`config.mk`:
```
export PLATFORM = sky130hd
export DESIGN_NAME = llp_front_flat
export DESIGN_NICKNAME = d
export VERILOG_FILES = /design/src/rtl/llp_pkg.sv /design/src/rtl/llp_req_if.sv /design/src/rtl/llp_front.sv /design/src/flat_wrapper.sv
export SDC_FILE = /design/constraint.sdc
export NUM_CORES = 1
export LEC_CHECK = 0
export ABC_AREA = 1
export CAP_MARGIN = 20
export CORE_MARGIN = 5
export CORE_UTILIZATION = 45
export DETAILED_ROUTE_END_ITERATION = 6
export DONT_BUFFER_PORTS = 1
export PLACE_DENSITY_LB_ADDON = 0.1
export SLEW_MARGIN = 30
export SYNTH_ARGS = -nofsm -noshare
export SYNTH_HDL_FRONTEND = slang
export SYNTH_SLANG_ARGS = --single-unit
```
`constraint.sdc`:
```
create_clock -name clk -period 7.4 [get_ports clk]
set_input_delay 1.48 -clock clk [delete_from_list [all_inputs] [get_ports clk]]
set_output_delay 1.48 -clock clk [all_outputs]
set_load 0.01 [all_outputs]
```
`src/rtl/llp_pkg.sv`:
```
// shared constants, types and helpers of the linked list node pool
package llp_pkg;

    localparam int DEPTH       = 1024;
    localparam int IDX_W       = 10;
    localparam int VAL_W       = 32;
    localparam int CNT_W       = IDX_W + 1;
    localparam int POOL_CAP    = (DEPTH < (1 << IDX_W)) ? DEPTH : (1 << IDX_W);
    localparam int ADDR_W      = $clog2(POOL_CAP);
    localparam int QUEUE_DEPTH = 2;
    localparam int QPTR_W      = $clog2(QUEUE_DEPTH);
    localparam int QCNT_W      = $clog2(QUEUE_DEPTH + 1);

    localparam logic OP_PUSH = 1'b0;
    localparam logic OP_POP  = 1'b1;

    typedef enum logic [1:0] {
        ST_OK      = 2'd0,
        ST_FULL    = 2'd1,
        ST_EMPTY   = 2'd2,
        ST_UNALLOC = 2'd3
    } status_t;

    typedef enum logic [1:0] {
        K_PUSH,
        K_POP,
        K_POP_EMPTY
    } kind_t;

    typedef struct packed {
        kind_t              kind;
        logic [IDX_W-1:0]   head;
        logic [VAL_W-1:0]   value;
    } q_entry_t;

    typedef struct packed {
        logic       valid;
        q_entry_t   entry;
    } q_out_t;

    // node index to memory address; live nodes are always below the pool capacity
    function automatic logic [ADDR_W-1:0] slot(input logic [IDX_W-1:0] idx);
        return idx[ADDR_W-1:0];
    endfunction

endpackage

```
`src/rtl/llp_req_if.sv`:
```
// request channel of the node pool
interface llp_req_if;
    logic                           valid;
    logic                           ready;
    logic                           operation;
    logic [llp_pkg::IDX_W-1:0]      head;
    logic [llp_pkg::VAL_W-1:0]      value;

    modport source (output valid, output operation, output head, output value, input ready);
    modport sink   (input valid, input operation, input head, input value, output ready);
endinterface

```
`src/rtl/llp_front.sv`:
```
// front end: takes request items, classifies them and queues them for the back end
module llp_front (
    input  logic                clk,
    input  logic                rst_n,
    llp_req_if.sink             request,
    output llp_pkg::q_out_t     q_out,
    input  logic                q_pop
);

    logic [llp_pkg::QCNT_W-1:0] count_reg, count_next;
    logic [llp_pkg::QPTR_W-1:0] wr_ptr_reg, wr_ptr_next;
    logic [llp_pkg::QPTR_W-1:0] rd_ptr_reg, rd_ptr_next;
    llp_pkg::q_entry_t          entry_reg [llp_pkg::QUEUE_DEPTH];
    llp_pkg::q_entry_t          decoded;
    logic                       push;

    always_comb
    begin
        decoded.head  = request.head;
        decoded.value = request.value;
        if (request.operation == llp_pkg::OP_POP)
        begin
            decoded.kind = (request.head == '0) ? llp_pkg::K_POP_EMPTY : llp_pkg::K_POP;
        end
        else
        begin
            decoded.kind = llp_pkg::K_PUSH;
        end
    end

    assign request.ready = (count_reg != llp_pkg::QCNT_W'(llp_pkg::QUEUE_DEPTH));
    assign push          = request.valid && request.ready;

    always_comb
    begin
        wr_ptr_next = push  ? wr_ptr_reg + 1'b1 : wr_ptr_reg;
        rd_ptr_next = q_pop ? rd_ptr_reg + 1'b1 : rd_ptr_reg;
        count_next  = count_reg + llp_pkg::QCNT_W'(push) - llp_pkg::QCNT_W'(q_pop);
    end

    always_ff @(posedge clk or negedge rst_n)
    begin
        if (!rst_n)
        begin
            count_reg  <= '0;
            wr_ptr_reg <= '0;
            rd_ptr_reg <= '0;
        end
        else
        begin
            count_reg  <= count_next;
            wr_ptr_reg <= wr_ptr_next;
            rd_ptr_reg <= rd_ptr_next;
        end
    end

    always_ff @(posedge clk)
    begin
        if (push)
        begin
            entry_reg[wr_ptr_reg] <= decoded;
        end
    end

    assign q_out.valid = (count_reg != '0);
    assign q_out.entry = entry_reg[rd_ptr_reg];

endmodule

```
`src/flat_wrapper.sv`:
```
// flat-port wrapper written by rule: the top's interface ports become plain ports
module llp_front_flat 
  (clk, rst_n, q_out, q_pop, request_valid, request_operation, request_head, request_value, request_ready);
  llp_req_if request_i ();
  input  logic clk;
  input  logic rst_n;
  output llp_pkg::q_out_t q_out;
  input  logic q_pop;
  input wire logic [$bits(request_i.valid)-1:0] request_valid;
  input wire logic [$bits(request_i.operation)-1:0] request_operation;
  input wire logic [$bits(request_i.head)-1:0] request_head;
  input wire logic [$bits(request_i.value)-1:0] request_value;
  output wire logic [$bits(request_i.ready)-1:0] request_ready;
  assign request_i.valid = request_valid;
  assign request_i.operation = request_operation;
  assign request_i.head = request_head;
  assign request_i.value = request_value;
  assign request_ready = request_i.ready;
  llp_front u_core (.clk(clk), .rst_n(rst_n), .request(request_i), .q_out(q_out), .q_pop(q_pop));
endmodule
```
# Yosys cells after proc, flatten, opt, wreduce, memory -nomap -nowiden
# Memories as Yosys holds them, arrays and structs flattened.
# Cells that the tools add are included.
dict set report totals {
  memories 1
  ram_bits 88
  ff_bits 4
  in_bits 47
  latchBits 0
  rom_bits 0
  elab_cells 16
  output_inout_bits 46
}
# name depth width read_ports rd_clocked_by_memory_dff wr line_no
set memory_table {}
lappend memory_table {u_core.entry_reg 2 44 1 0 1 llp_front.sv:13} ;# llp_pkg::q_entry_t entry_reg [llp_pkg::QUEUE_DEPTH];
dict set report op_classes {
  div 0
  order_cmp 0
  eq_ne 1
  mul 0
  add_sub_neg 4
  n_reduce_logical 3
  n_mux 4
  n_shift 0
  bitwise_logic 0
}
# cell count
set ops {}
lappend ops {{10-bit zero test} 1}
lappend ops {{2-bit two-way mux} 2}
lappend ops {{1-bit adder (second input constant)} 2}
lappend ops {{2-bit by 1-bit adder with 2-bit output} 1}
lappend ops {{1-bit two-way mux} 2}
lappend ops {{2-bit inequality test (second input constant)} 1}
lappend ops {{2-bit nonzero test} 1}
lappend ops {{2-bit by 1-bit subtractor with 2-bit output} 1}
lappend ops {{1-bit logical AND} 1}

# Logic depth before layout (Yosys ltp)
dict set report depth {
  ltp_word 4
  mapped_depth 8
  mapped_depth_nobuf 8
}

# Worst setup path after synthesis
# OpenSTA, ideal clock, no wires.
dict set report synth_path {
  kind {input port to flip-flop}
  start {in request_valid}
  end {mem u_core.entry_reg[1][0] (netlist name), enable pin}
  slack_ps 3513
  setup_time_ps 447
  arrival_time_ps 3440
  stages 2
  n_path_buf 0
  required_ps 6953
  path_cell_list {nand2_1 nor2_1}
}
dict set report synth_via {
  elab_chain_cells 3
}
# item line_no
set synth_rtl {}
lappend synth_rtl {{start: declaration} flat_wrapper.sv:9} ;# input wire logic [$bits(request_i.valid)-1:0] request_valid;
lappend synth_rtl {{1-bit logical AND} llp_front.sv:32} ;# assign push = request.valid && request.ready;
lappend synth_rtl {{1-bit two-way mux} llp_front.sv:59} ;# if (push)
lappend synth_rtl {{1-bit two-way mux (not written as such)} llp_front.sv:61} ;# entry_reg[wr_ptr_reg] <= decoded;
lappend synth_rtl {{end: declaration} llp_front.sv:13}
# Every way passes these cells.

==> out/metrics.cfg <==
[route]
wl_per_cell_um = 19.4
ant_nets = 0
wl_um = 5580
drt_pass1_iterations = 4
vias_per_cell = 5.00
drc = 0
vias = 1440
drt-initial-drc-count = 23

[worst_setup_path]
r2r-end = u_core.entry_reg[0][3]
r2r-start = u_core.count_reg[1]
cp_cell_sequence = buf_4, mux2_2
critPathMaxFanout = 25
critPathTopFamily = flip-flops
required_ns = 5.92
path_class = flop to output port
critPathMaxStageDelay_ns = 0.77
worstPathArrival_ns = 2.06
crit_buf_inv = 1
endpoint_kind = output port
slowest_stage = dfrtp_2
cp-start-kind = flop
reg2reg_depth = 4
rrSetupSlack_ns = 5.39

[clock_tree]
cts_sinks = 92
ctsResizeCount = 0
root_buffer = clkbuf_8
htree_levels = 3
clk_path_buf_depth = 2
cts_tree = done
insertion_delay_ns = 0.34
clk_pin_slew_ns = 0.08
post_cts_buffers = 0
postCtsHoldBufs = 0
numCtsBuffers = 9

[placed_design]
gp_congestion = 0.692
port_buffers = 0
place_hpwl_um = 3890

[sta]
rsz0062_at_grt = false
slew_headroom = 0.586
final.period_utilization = 0.479
worst_slew_pin_slew_ns = 0.620
tns_ns = 0
hold_viol_final = 0
fmaxAchievable_mhz = 282
drv_slew = 0
skew_ns = 0.00652
setup_viol = 0
min_period_ns = 3.54

[global_routing]
grtUsageMet3 = 0.0540
grt_max_degree = 43
antenna_found_initial = 0
grt_first_pass_wirelength_um = 8420
grt_util_met2 = 0.199
use_met1 = 0.118
grt.total_usage = 0.116
grt_pass1_vias = 1583
grt-busiest-layer = met2
grt_overflow = 0

[floorplan]
initial_core_util = 0.467
coreArea_um2 = 7770
rows = 32
die_w_um = 99.8
ioPinCount = 93
die_h_um = 99.8
die-area_um2 = 9950

[outcome]
status = finished clean

[hold_path]
holdPathStages = 2
min_path_type = flop to flop
min_to = u_core.wr_ptr_reg
hold_start = u_core.wr_ptr_reg

[power]
power_density_nw_per_um2 = 390
p_leak_nw = 1.41
clkPwrFrac = 0.208
comb_power_share = 0.284
p_total_mw = 1.52
irDropWorstVdd_mv = 0.201
seq_power_share = 0.508
p_int_mw = 1.07
switching_power_uw = 448
switching_share = 0.296

[finish]
diodes = 0
drive_gt1_frac = 0.349
nNetsFinal = 230
largest_reg_flops = 88
area_growth_pct = 7.32

[synthesis]
synth-seq-cells = 92
synth_fp_nets = 221
synth_cells = 172
synth.distinct_cells = 15
synth_seq_area_share = 0.757
synth_area_um2 = 3620
ys_warn_count = 0
synth.avg_cell_area_um2 = 21.1

[job]
cap_violations = 0

-- cell usage after synthesis --
| cell | count | area (um2) |
|---|---|---|
| buf_12 | 4 | 80.1 |
| buf_6 | 1 | 11.3 |
| dfrtp_1 | 4 | 100 |
| edfxtp_1 | 88 | 2640 |
| ha_1 | 2 | 25.0 |
| inv_1 | 7 | 26.3 |
| mux2_2 | 5 | 56.3 |
| mux2_4 | 39 | 586 |
| nand2_1 | 6 | 22.5 |
| nand3_1 | 1 | 5.00 |
| nor2_1 | 11 | 41.3 |
| nor3_1 | 1 | 5.00 |
| or2_2 | 1 | 6.26 |
| xnor2_1 | 1 | 8.76 |
| xor2_1 | 1 | 8.76 |
-- metrics by stage --
stage	cell area [um2]	setup WS (ns)	hold slack, ns	util	std cells
2_1_floorplan	3620	3.51	0.487	-	172
5_1_grt	3890	3.71	0.628	0.501	288
3_5_place_dp	3700	4.17	0.578	0.476	272
6_report	3890	3.86	0.594	0.501	288
3_3_place_gp	3700	4.23	0.566	0.476	272
4_1_cts	3890	3.78	0.596	0.501	288
-- metal layers --
metal	up-vias	wire, um
met1	705	1970
met2	60	2990
met3	9	540
met5	-	0
li1	666	-
met4	0	81
-- cell families (layout without fill, tap and decap cells) --
| kind of cell | Yosys count | count (layout) | synth area share |
|---|---|---|---|
| flip-flops | 92 | 92 | 0.757 |
| XOR/XNOR | 2 | 2 | 0.00483 |
| buffers and inverters | 12 | 26 | 0.0324 |
| adder cells (fa/ha/maj) | 2 | 2 | 0.00690 |
| AND/OR/NAND/NOR | 20 | 20 | 0.0221 |
| multiplexers | 44 | 44 | 0.177 |
-- power by group through the flow --
stage | sequential [mW] | clock, mW | combinational [mW]
final | 0.770 | 0.315 | 0.431
after detailed placement | 0.785 | 0 | 0.447
after CTS | 0.773 | 0.327 | 0.447
after floorplan | 0.751 | 0 | 0.438
after global placement | 0.777 | 0 | 0.435
after global routing | 0.784 | 0.353 | 0.462
-- layout make-up --
cell class	instances	area [um2]
Fill cell	649	3880
Sequential cell	92	2740
Multi-Input combinational cell	68	779
Tap cell	102	128
Clock buffer	9	124
Clock inverter	7	66.3
Inverter	7	26.3
Timing Repair Buffer	3	22.5
-- worst max path at each step --
stage                                         to  depth (start not counted)               from  slack [ns]
after CTS                               q_out[3]                          2  u_core.rd_ptr_reg        3.78
final                                   q_out[3]                          2  u_core.rd_ptr_reg        3.86
after floorplan           u_core.entry_reg[1][0]                          2      request_valid        3.51
after global placement                  q_out[3]                          2  u_core.rd_ptr_reg        4.23
after detailed placement                q_out[3]                          2  u_core.rd_ptr_reg        4.17
after global routing                    q_out[1]                          2  u_core.rd_ptr_reg        3.71
-- worst min-delay path, delay by kind of cell (launching register included) --
family        cells  cell delay (ns)
simple gates      2             0.14
flops             1             0.41
-- cell usage in the layout (no fill, tap or decap), types with 2 or more instances in the layout --
master,Yosys,final
buf_4,0,3
clkbuf_8,0,9
clkinv_1,0,2
clkinvlp_4,0,2
dfrtp_1,4,3
edfxtp_1,88,88
ha_1,2,2
inv_1,7,7
mux2_2,5,5
mux2_4,39,39
nand2_1,6,6
nor2_1,11,9
nor2_4,0,2
Power figures use the tool's default switching activity.
